File: config.mk
export PLATFORM = sky130hd
export DESIGN_NAME = lnpa_ctrl
export DESIGN_NICKNAME = d
export VERILOG_FILES = /design/src/rtl/core/lnpa_pkg.sv /design/src/rtl/core/lnpa_ctrl.sv
export SDC_FILE = /design/constraint.sdc
export NUM_CORES = 1
export LEC_CHECK = 0
export BUFFER_PORTS_ARGS = -buffer_cell sky130_fd_sc_hd__buf_4
export CAP_MARGIN = 20
export CORE_MARGIN = 8
export CORE_UTILIZATION = 30
export CTS_CLUSTER_DIAMETER = 50
export DETAILED_ROUTE_END_ITERATION = 7
export PLACE_DENSITY = 0.62
export SLEW_MARGIN = 25
export SYNTH_ARGS = -nofsm -noshare
export SYNTH_HDL_FRONTEND = slang
export SYNTH_SLANG_ARGS = --single-unit
File: constraint.sdc
create_clock -name clk -period 1.85 [get_ports clk]
set_clock_uncertainty 0.05 [all_clocks]
set_input_delay 0.185 -clock clk [delete_from_list [all_inputs] [get_ports clk]]
set_output_delay 0.185 -clock clk [all_outputs]
set_load 0.01 [all_outputs]
File: src/rtl/core/lnpa_pkg.sv
// shared types, codes and constants for the linked node pool allocator
package lnpa_pkg;

    localparam int HANDLE_W     = 12;
    localparam int FRESH_W      = 13;
    localparam int COUNT_W      = 16;
    localparam int LINK_DEPTH   = 4096;
    localparam int CAPACITY_DEF = 4096;

    typedef enum logic [1:0] {
        OP_ALLOC = 2'd0,
        OP_FREE  = 2'd1,
        OP_RESET = 2'd2
    } opcode_t;

    typedef enum logic [1:0] {
        ST_OK         = 2'd0,
        ST_EXHAUSTED  = 2'd1,
        ST_BAD_HANDLE = 2'd2
    } status_t;

    typedef struct packed {
        logic [1:0]          opcode;
        logic [HANDLE_W-1:0] node_handle;
    } req_item_t;

    typedef struct packed {
        logic [HANDLE_W-1:0]       allocated_handle;
        logic                      was_active;
        logic signed [COUNT_W-1:0] live_count;
        logic [1:0]                status;
    } rsp_item_t;

    typedef enum logic [3:0] {
        S_IDLE,
        S_DECODE,
        S_ALLOC_POP,
        S_ALLOC_PUSH,
        S_WALK_CHECK,
        S_WALK_NEXT,
        S_UNLINK,
        S_FREE_PUSH,
        S_FINISH
    } state_t;

    // controller to datapath
    typedef struct packed {
        logic latch_in;
        logic read_free;
        logic pop_free;
        logic alloc_fresh;
        logic push_active;
        logic set_exhausted;
        logic set_bad;
        logic walk_start;
        logic read_cur;
        logic step_prev;
        logic walk_load;
        logic unlink;
        logic push_free;
        logic wipe_pool;
        logic load_out;
    } cmd_t;

    // datapath to controller
    typedef struct packed {
        logic [1:0] opcode;
        logic       handle_zero;
        logic       free_empty;
        logic       fresh_exhausted;
        logic       walk_end;
        logic       walk_hit;
        logic       prev_zero;
    } dp_status_t;

endpackage

File: src/rtl/core/lnpa_ctrl.sv
// controller: sequencing state machine and result valid flag
module lnpa_ctrl (
    input  logic                 clk,
    input  logic                 rst_n,
    input  logic                 req_valid,
    output logic                 req_ready,
    output logic                 rsp_valid,
    input  logic                 rsp_ready,
    input  lnpa_pkg::dp_status_t stat,
    output lnpa_pkg::cmd_t       cmd
);

    lnpa_pkg::state_t state_reg;
    lnpa_pkg::state_t state_next;
    logic             out_valid_reg;
    logic             out_valid_next;

    always_ff @(posedge clk or negedge rst_n)
    begin
        if (!rst_n)
        begin
            state_reg     <= lnpa_pkg::S_IDLE;
            out_valid_reg <= 1'b0;
        end
        else
        begin
            state_reg     <= state_next;
            out_valid_reg <= out_valid_next;
        end
    end

    // next state
    always_comb
    begin
        state_next = state_reg;
        unique case (state_reg)
            lnpa_pkg::S_IDLE:
            begin
                if (req_valid)
                begin
                    state_next = lnpa_pkg::S_DECODE;
                end
            end
            lnpa_pkg::S_DECODE:
            begin
                unique case (stat.opcode)
                    lnpa_pkg::OP_ALLOC:
                    begin
                        if (!stat.free_empty)
                        begin
                            state_next = lnpa_pkg::S_ALLOC_POP;
                        end
                        else if (stat.fresh_exhausted)
                        begin
                            state_next = lnpa_pkg::S_FINISH;
                        end
                        else
                        begin
                            state_next = lnpa_pkg::S_ALLOC_PUSH;
                        end
                    end
                    lnpa_pkg::OP_FREE:
                    begin
                        state_next = stat.handle_zero ? lnpa_pkg::S_FINISH
                                                      : lnpa_pkg::S_WALK_CHECK;
                    end
                    default:
                    begin
                        state_next = lnpa_pkg::S_FINISH;
                    end
                endcase
            end
            lnpa_pkg::S_ALLOC_POP:  state_next = lnpa_pkg::S_ALLOC_PUSH;
            lnpa_pkg::S_ALLOC_PUSH: state_next = lnpa_pkg::S_FINISH;
            lnpa_pkg::S_WALK_CHECK:
            begin
                if (stat.walk_end)
                begin
                    state_next = lnpa_pkg::S_FREE_PUSH;
                end
                else if (stat.walk_hit)
                begin
                    state_next = lnpa_pkg::S_UNLINK;
                end
                else
                begin
                    state_next = lnpa_pkg::S_WALK_NEXT;
                end
            end
            lnpa_pkg::S_WALK_NEXT:  state_next = lnpa_pkg::S_WALK_CHECK;
            lnpa_pkg::S_UNLINK:     state_next = lnpa_pkg::S_FREE_PUSH;
            lnpa_pkg::S_FREE_PUSH:  state_next = lnpa_pkg::S_FINISH;
            lnpa_pkg::S_FINISH:
            begin
                if (!out_valid_reg || rsp_ready)
                begin
                    state_next = lnpa_pkg::S_IDLE;
                end
            end
            default:                state_next = lnpa_pkg::S_IDLE;
        endcase
    end

    // commands
    always_comb
    begin
        cmd = '0;
        unique case (state_reg)
            lnpa_pkg::S_IDLE:
            begin
                cmd.latch_in = req_valid;
            end
            lnpa_pkg::S_DECODE:
            begin
                unique case (stat.opcode)
                    lnpa_pkg::OP_ALLOC:
                    begin
                        if (!stat.free_empty)
                        begin
                            cmd.read_free = 1'b1;
                        end
                        else if (stat.fresh_exhausted)
                        begin
                            cmd.set_exhausted = 1'b1;
                        end
                        else
                        begin
                            cmd.alloc_fresh = 1'b1;
                        end
                    end
                    lnpa_pkg::OP_FREE:
                    begin
                        cmd.set_bad    = stat.handle_zero;
                        cmd.walk_start = !stat.handle_zero;
                    end
                    lnpa_pkg::OP_RESET:
                    begin
                        cmd.wipe_pool = 1'b1;
                    end
                    default:
                    begin
                    end
                endcase
            end
            lnpa_pkg::S_ALLOC_POP:  cmd.pop_free    = 1'b1;
            lnpa_pkg::S_ALLOC_PUSH: cmd.push_active = 1'b1;
            lnpa_pkg::S_WALK_CHECK:
            begin
                if (!stat.walk_end)
                begin
                    cmd.read_cur  = 1'b1;
                    cmd.step_prev = !stat.walk_hit;
                end
            end
            lnpa_pkg::S_WALK_NEXT:  cmd.walk_load = 1'b1;
            lnpa_pkg::S_UNLINK:     cmd.unlink    = 1'b1;
            lnpa_pkg::S_FREE_PUSH:  cmd.push_free = 1'b1;
            lnpa_pkg::S_FINISH:
            begin
                cmd.load_out = !out_valid_reg || rsp_ready;
            end
            default:
            begin
            end
        endcase
    end

    always_comb
    begin
        out_valid_next = out_valid_reg;
        if (cmd.load_out)
        begin
            out_valid_next = 1'b1;
        end
        else if (rsp_ready)
        begin
            out_valid_next = 1'b0;
        end
    end

    assign req_ready = (state_reg == lnpa_pkg::S_IDLE);
    assign rsp_valid = out_valid_reg;

    // result register is never overwritten while a result is still waiting
    a_no_overwrite: assert property (@(posedge clk) disable iff (!rst_n)
        cmd.load_out |-> (!out_valid_reg || rsp_ready))
        else $error("result overwritten before it was taken");

    // at most one memory write source in any cycle
    a_one_write: assert property (@(posedge clk) disable iff (!rst_n)
        $onehot0({cmd.push_active, cmd.unlink && !stat.prev_zero, cmd.push_free}))
        else $error("conflicting next-link writes");

    // a loaded link always follows a read issued in the walk check
    a_walk_read: assert property (@(posedge clk) disable iff (!rst_n)
        (state_reg == lnpa_pkg::S_WALK_NEXT || state_reg == lnpa_pkg::S_UNLINK)
        |-> $past(cmd.read_cur))
        else $error("link used without a preceding read");

    // an accepted item always moves straight into decode
    a_accept_decode: assert property (@(posedge clk) disable iff (!rst_n)
        (req_valid && req_ready) |=> (state_reg == lnpa_pkg::S_DECODE))
        else $error("accepted item not decoded");

endmodule

## Word-level counts from Yosys, hierarchy flattened

Cells that the tools add are included.

| cells by class | value |
|---|---|
| equal/unequal tests | 12 |
| reductions and logical operators | 9 |
| multiplexer cells | 34 |

Operators with widths:

| operator | number |
|---|---|
| $pmux 4 s8 | 1 |
| $mux 1 | 21 |
| $mux 4 | 5 |
| $eq 4x3->1 const B | 4 |
| $mux 2 | 5 |
| $eq 4x2->1 const B | 2 |
| $pmux 4 s2 | 1 |
| $eq 4x1->1 const B | 1 |
| $eq 4x4->1 const B | 1 |
| $logic_not 4->1 | 1 |
| $ne 2x2->1 const B | 2 |
| $logic_not 1->1 | 3 |
| $mux 3 | 1 |
| $eq 2x1->1 const B | 1 |
| $eq 2x2->1 const B | 1 |
| $logic_not 2->1 | 1 |
| $reduce_and 2->1 | 1 |
| $reduce_bool 2->1 | 1 |
| $reduce_or 2->1 | 1 |
| $logic_or 1x1->1 | 1 |

| storage, ports and cells | value |
|---|---|
| bits in registers | 5 |
| input port bits | 12 |
| output and inout port bits | 17 |
| word-level logic and storage cells | 57 |

## Longest topological paths before layout

Gate-level depths: netlist of run 1.

| logic depth | value |
|---|---|
| word-level depth | 4 |
| mapped depth | 4 |

## Worst setup path after synthesis of run 1

OpenSTA, ideal clock, no wires.

| path | value |
|---|---|
| path kind | reg-to-output |
| start point | reg state_reg[2] |
| end point | out cmd[9] (netlist bit) |
| slack | 0.122 ns |
| arrival | 1.493 ns |
| required time | 1.615 ns |
| path buffers | 1 |
| stages on the path, launching flop included | 5 |
| cells stage by stage | dfrtp_1 -> buf_6 -> or4b_4 -> or3_1 -> nor2_1 |

RTL lines:

| what | line | source |
|---|---|---|
| start, declared | lnpa_ctrl.sv:13 | `lnpa_pkg::state_t state_reg;` |
| start signal, assigned | lnpa_ctrl.sv:22 | `state_reg <= lnpa_pkg::S_IDLE;` |
| start signal, assigned | lnpa_ctrl.sv:27 | `state_reg <= state_next;` |
| end, declared | lnpa_ctrl.sv:10 | `output lnpa_pkg::cmd_t cmd` |

==> results of run 1 <==
cell families (layout without fill, tap and decap cells):
| kind of cell | after synthesis | after routing |
|---|---|---|
| AOI/OAI and AO/OA | 8 | 8 |
| buffers and inverters | 7 | 40 |
| DFF | 5 | 5 |
| and+or+nand+nor | 37 | 37 |
final cells by class:
cell class	count	area [um2]
Clock buffer	4	26.28
Inverter	2	7.507
Multi-Input combinational cell	45	324.1
Fill cell	134	570.5
Sequential cell	5	125.1
Timing Repair Buffer	34	261.5
Tap cell	15	18.77
stage by stage:
stage / total power (uW) / std cells / setup WS (ns) / TNS (ns) / hold slack [ns]
floorplan: 570.3 / 57 / 0.1219 / 0 / -0.1606
global placement: 792.1 / 98 / 0.1227 / 0 / -0.06280
detailed placement: 802.1 / 98 / 0.07926 / 0 / -0.06168
CTS: 940.0 / 103 / -0.1714 / -0.3952 / 0.1158
global route: 1097 / 105 / -0.1999 / -0.5499 / 0.1067
finish: 1011 / 105 / -0.1368 / -0.2881 / 0.1240
power by group:
group / switching, uW / leakage, uW / total (uW) / internal [uW]
Clock: 42.6 / 0.0000150 / 124 / 81.4
Combinational: 355 / 0.000287 / 710 / 356
Sequential: 21.8 / 0.0000660 / 177 / 155
Total: 419 / 0.000368 / 1010 / 592
routing by layer:
layer  up-vias  track usage [%]
li1        273                -
met1       240            9.642
met2        22            14.31
met3         0            3.581
met4         0            6.148
met5         -                0
layout by cell type (no fill, tap or decap), types with 2 or more instances in the layout:
cell type | Yosys | layout
nor3b_1 | 3 | 2
buf_4 | 1 | 32
nor2_1 | 7 | 6
nor3_1 | 5 | 5
and3_1 | 2 | 2
nor4_1 | 3 | 2
dfrtp_1 | 5 | 5
clkbuf_4 | 0 | 3
nand2b_1 | 4 | 3
nand2_1 | 5 | 5
inv_1 | 2 | 2
nor2b_1 | 3 | 2
worst max-delay path: stages (launching register included):
cell	delay [ns]
dfrtp_1	0.37
or4b_4	0.56
or3_4	0.36
nor2_1	0.10
buf_4	0.13
what timing repair did:
| action | CTS | global route |
|---|---|---|
| pin swaps | 1 | 2 |
| setup endpoints to repair | 3 | 5 |
| hold buffers | 1 | 0 |
| buffers inserted | 0 | 2 |
| resized for setup | 2 | 9 |
| hold endpoints to repair | 5 | 0 |
path summary, 6_finish.rpt:
check | start | endpoint | slack (ns)
worst max-delay path | state_reg[2] | cmd[13] | -0.14
worst min-delay path | stat[5] | state_reg[2] | 0.12
worst max register to register | state_reg[2] | state_reg[0] | 0.35
worst min register to register | rsp_valid | rsp_valid | 0.48
max in group asynchronous | rst_n | state_reg[1] | 1.41
min in group asynchronous | rst_n | state_reg[0] | 0.23
==> impl_metrics.env, run 1 <==
export IMPL_synth_flop_cell="dfrtp_1"
export IMPL_via_per_inst=5.095
export IMPL_initial_core_util_pct=32.83
export IMPL_core_area_um2=1334
export IMPL_drive_above_1_share_pct=50.00
export IMPL_io_buffers=27
export IMPL_slew_viol_final=0
export IMPL_gp_congestion=0.7150
export IMPL_yosysMostFrequentCell="nor2_1"
export IMPL_area_growth_pct=74.29
export IMPL_synth_edff_count=0
export IMPL_clock_root_buffer="clkbuf_4"
export IMPL_seq_area_frac_synth_pct=28.57
export IMPL_maxCapViolations=0
export IMPL_std_cell_rows=13
export IMPL_rr_worst_depth=3
export IMPL_setup_viol=3
export IMPL_grt_usage_pct=9.026
export IMPL_dr_pass1_iters=4
export IMPL_synth_simple_area_share_pct=49.14
export IMPL_leakage_uw=0.0003680
export IMPL_grt_ovfl_total=0
export IMPL_utilization_pct=57.22
export IMPL_hold_viol=0
export IMPL_grt_pass1_vias=509
export IMPL_crit_type="reg -> out"
export IMPL_largest_reg_flops=4
export IMPL_ant_nets=0
export IMPL_drc=0
export IMPL_end_kind="output pin"
export IMPL_holdPathStages=2
export IMPL_synth_top_family_by_area="simple AND/OR/NAND/NOR gates"
export IMPL_failed_checks="setup timing"
export IMPL_synth_xor_area_share_pct=0
export IMPL_die_h_um=54.21
export IMPL_wl_met3_um=143
export IMPL_setup_ws_ns=-0.1368
export IMPL_syn_instance_count=57
export IMPL_yosys_top_cells_count="7 x nor2_1, 5 x dfrtp_1, 5 x nand2_1, 5 x nor3_1, 4 x nand2b_1"
export IMPL_yosysUniqueCellTypes=26
export IMPL_synthArstFlopShare_pct=100.0
export IMPL_drt_iter0_drc=3
export IMPL_p_per_area_nw_per_um2=1325
export IMPL_worst_path_max_fanout=3
export IMPL_grt_max_degree=12
export IMPL_top_layer="met3"
export IMPL_synthAdderAreaFrac_pct=0
export IMPL_cts_num_sinks=5
export IMPL_syn_avg_cell_area_um2=7.683
export IMPL_required_ns=1.62
export IMPL_synth_top_area_share_pct=28.57
export IMPL_period_needed_ns=1.987
export IMPL_rsz0062_at_grt="yes"
export IMPL_syn_num_nets=69
export IMPL_ys_warn_count=0
export IMPL_die_area_um2=2938
export IMPL_wl_met1_um=594
export IMPL_final_area_um2=763.2
export IMPL_synth_area_leader_cell="dfrtp_1"
export IMPL_io_pin_count=29
export IMPL_slew_limit_headroom_pct=75.97
export IMPL_clockBufferDepth=2
export IMPL_grt_pass1_wl_um=1987
export IMPL_insertion_delay_ns=0.24
export IMPL_cts_tree="built"
export IMPL_syn_cell_area_um2=437.9
export IMPL_worst_slew_pin_slew_ns=0.3572
export IMPL_synth_compound_area_share_pct=13.71
export IMPL_die_w_um=54.21
export IMPL_n_antenna_cell=0
export IMPL_hpwl_um=1100
export IMPL_min_path_type="in -> reg"
export IMPL_yosys_register_bits=5
export IMPL_numCtsBuffers=3
export IMPL_wl_met2_um=643
export IMPL_outcome="finished with violations"
export IMPL_dpl_instance_area_um2=659.4
export IMPL_vias=535
export IMPL_cp_start_kind="flop"
export IMPL_antenna_found_initial=0
export IMPL_cp_arrival_ns=1.75
export IMPL_peakVddDrop_v=0.0005251
export IMPL_synth_mux_area_share_pct=0
export IMPL_wl_per_cell_um=13.14
export IMPL_htree_levels=1
export IMPL_yosys_top_cells_area="dfrtp_1 29%, nor2_1 6.0%, nand2b_1 5.7%"
export IMPL_drt_total_wl_um=1380
export IMPL_layout_nets=103
export IMPL_fmax_mhz=503.3
export IMPL_clkTransAtPathRegs_ns=0.04
export IMPL_period_share_pct=107.4
No activity file was read; power rests on OpenSTA's default activity.
==> inputs of run 2 (changes only) <==
CORE_AREA = 8 8 45 47   (was not set)
CORE_MARGIN = not set   (was 8)
CORE_UTILIZATION = not set   (was 30)
DIE_AREA = 0 0 53 55   (was not set)
PLACE_DENSITY = 0.66   (was 0.62)
==> run 2 against run 1 <==
Net effect:
- the flow still finishes with violations (setup timing)
- die area is 0.79% lower
- design area is 5.4% lower
- count of clock-buffer cells in the layout stayed put
- via count is 0.56% higher
- maximum frequency is 1.6% lower
- worst setup slack worse by 0.031 ns
- hold slack worse by 0.031 ns
- first-iteration DRC count grew to 4.3 times the previous value
- sequential share of layout area is 0.94 points higher
- routed wire length is 2.2% lower
- power is 5.7% lower
- highest routed layer is now met4
- register-to-register slack worse by 0.04 ns
==> impl_metrics.env, run 2 (same netlist as run 1, synthesis figures left out) <==
export IMPL_outcome="finished with violations"
export IMPL_failed_checks="setup timing"
export IMPL_grt_pass1_vias=518
export IMPL_cp_start_kind="flop"
export IMPL_dpl_instance_area_um2=668.1
export IMPL_setup_viol=3
export IMPL_wl_per_cell_um=12.86
export IMPL_io_pin_count=29
export IMPL_period_needed_ns=2.018
export IMPL_reg2reg_to="state_reg[0]"
export IMPL_wl_met1_um=568
export IMPL_hold_viol=0
export IMPL_gp_congestion=0.7968
export IMPL_final_area_um2=721.9
export IMPL_holdPathEnd="state_reg[2]"
export IMPL_die_w_um=53
export IMPL_antenna_found_initial=0
export IMPL_min_delay_start="stat[5]"
export IMPL_period_share_pct=109.1
export IMPL_wl_met2_um=654
export IMPL_area_growth_pct=64.86
export IMPL_clkTransAtPathRegs_ns=0.04
export IMPL_utilization_pct=52.17
export IMPL_largest_reg_flops=4
export IMPL_numCtsBuffers=3
export IMPL_htree_levels=1
export IMPL_fmax_mhz=495.5
export IMPL_die_area_um2=2915
export IMPL_vias=538
export IMPL_fin_tns_setup_ns=-0.3815
export IMPL_drt_iter0_drc=13
export IMPL_slew_limit_headroom_pct=72.93
export IMPL_clockBufferDepth=2
export IMPL_required_ns=1.62
export IMPL_drt_total_wl_um=1350
export IMPL_final_cells=105
export IMPL_maxCapViolations=0
export IMPL_min_path_type="in -> reg"
export IMPL_rsz0062_at_grt="yes"
export IMPL_via_per_inst=5.124
export IMPL_n_antenna_cell=0
export IMPL_grt_usage_pct=9.600
export IMPL_worst_path_max_fanout=4
export IMPL_most_common_layout_cells="32 x buf_4, 7 x nor2_1, 5 x nand2_1, 5 x nor3_1, 5 x dfrtp_1"
export IMPL_drive_above_1_share_pct=44.94
export IMPL_holdPathStages=2
export IMPL_p_per_area_nw_per_um2=1321
export IMPL_drc=0
export IMPL_end_kind="output pin"
export IMPL_cts_tree="built"
export IMPL_die_h_um=55
export IMPL_rr_worst_depth=3
export IMPL_layout_nets=102
export IMPL_cts_num_sinks=5
export IMPL_std_cell_rows=14
export IMPL_insertion_delay_ns=0.24
export IMPL_initial_core_util_pct=31.65
export IMPL_hpwl_um=1065
export IMPL_io_buffers=27
export IMPL_mostFrequentLayoutCell="buf_4"
export IMPL_setup_ws_ns=-0.1682
export IMPL_grt_ovfl_total=0
export IMPL_grt_pass1_wl_um=2159
export IMPL_worst_slew_pin_slew_ns=0.4023
export IMPL_grt_max_degree=12
export IMPL_r2r_start="state_reg[2]"
export IMPL_ff2ff_setup_slack_ns=0.31
export IMPL_slew_viol_final=0
export IMPL_clock_root_buffer="clkbuf_4"
export IMPL_wl_met3_um=112
export IMPL_crit_type="reg -> out"
export IMPL_dr_pass1_iters=4
export IMPL_post_cts_buffers=0
export IMPL_top_layer="met4"
export IMPL_dp_cells=100
export IMPL_leakage_uw=0.0003574
export IMPL_ant_nets=0
export IMPL_peakVddDrop_v=0.0005067
export IMPL_cp_arrival_ns=1.78
export IMPL_core_area_um2=1384
-- run 2: what timing repair did --
action,CTS,global route
hold buffers,1,0
hold endpoints to repair,5,0
pin swaps,1,1
endpoints found under the setup margin,3,6
cloned,0,0
resized for setup,0,3
-- run 2: metal layers --
metal / vias up / track usage [%]
li1: 271 / -
met1: 241 / 10.45
met2: 24 / 16.21
met3: 2 / 2.406
met4: 0 / 6.466
met5: - / 0
-- run 2: through the flow --
stage,setup slack [ns],total power [uW],hold WS [ns]
2_1_floorplan,0.1219,570.3,-0.1606
3_3_place_gp,0.1064,799.4,-0.06133
3_5_place_dp,0.1119,804.8,-0.05772
4_1_cts,-0.1525,933.8,0.09209
5_1_grt,-0.1957,1026,0.1192
6_report,-0.1682,954.0,0.09342
-- run 2: worst max-delay path: stages, from the launching register on --
cell	delay (ns)
dfrtp_1	0.37
or4b_4	0.57
or3_4	0.35
nor2_1	0.12
buf_4	0.13
-- run 2: how the worst max path moves through the flow --
stage                            start     end  slack (ns)  cells after the start
after detailed placement  state_reg[1]  cmd[9]        0.11                      4
after global routing      state_reg[2]  cmd[9]       -0.20                      4
after floorplan           state_reg[2]  cmd[9]        0.12                      4
after CTS                 state_reg[3]  cmd[9]       -0.15                      4
after global placement    state_reg[1]  cmd[9]        0.11                      4
final                     state_reg[2]  cmd[9]       -0.17                      4
-- run 2: power breakdown --
part | leakage [uW] | switching [uW] | total (uW) | internal (uW)
sequential | 0.0000660 | 20.6 | 176 | 155
combinational | 0.000276 | 330 | 653 | 322
clock | 0.0000150 | 44.1 | 126 | 81.5
total | 0.000357 | 395 | 954 | 559
-- run 2: layout make-up --
class / count / area [um2]
sequential: 5 / 125.1
fill: 137 / 661.9
tap: 16 / 20.02
multi-input combinational: 45 / 292.8
clock buffer: 4 / 26.28
inverter: 2 / 7.507
timing repair buffer: 33 / 250.2
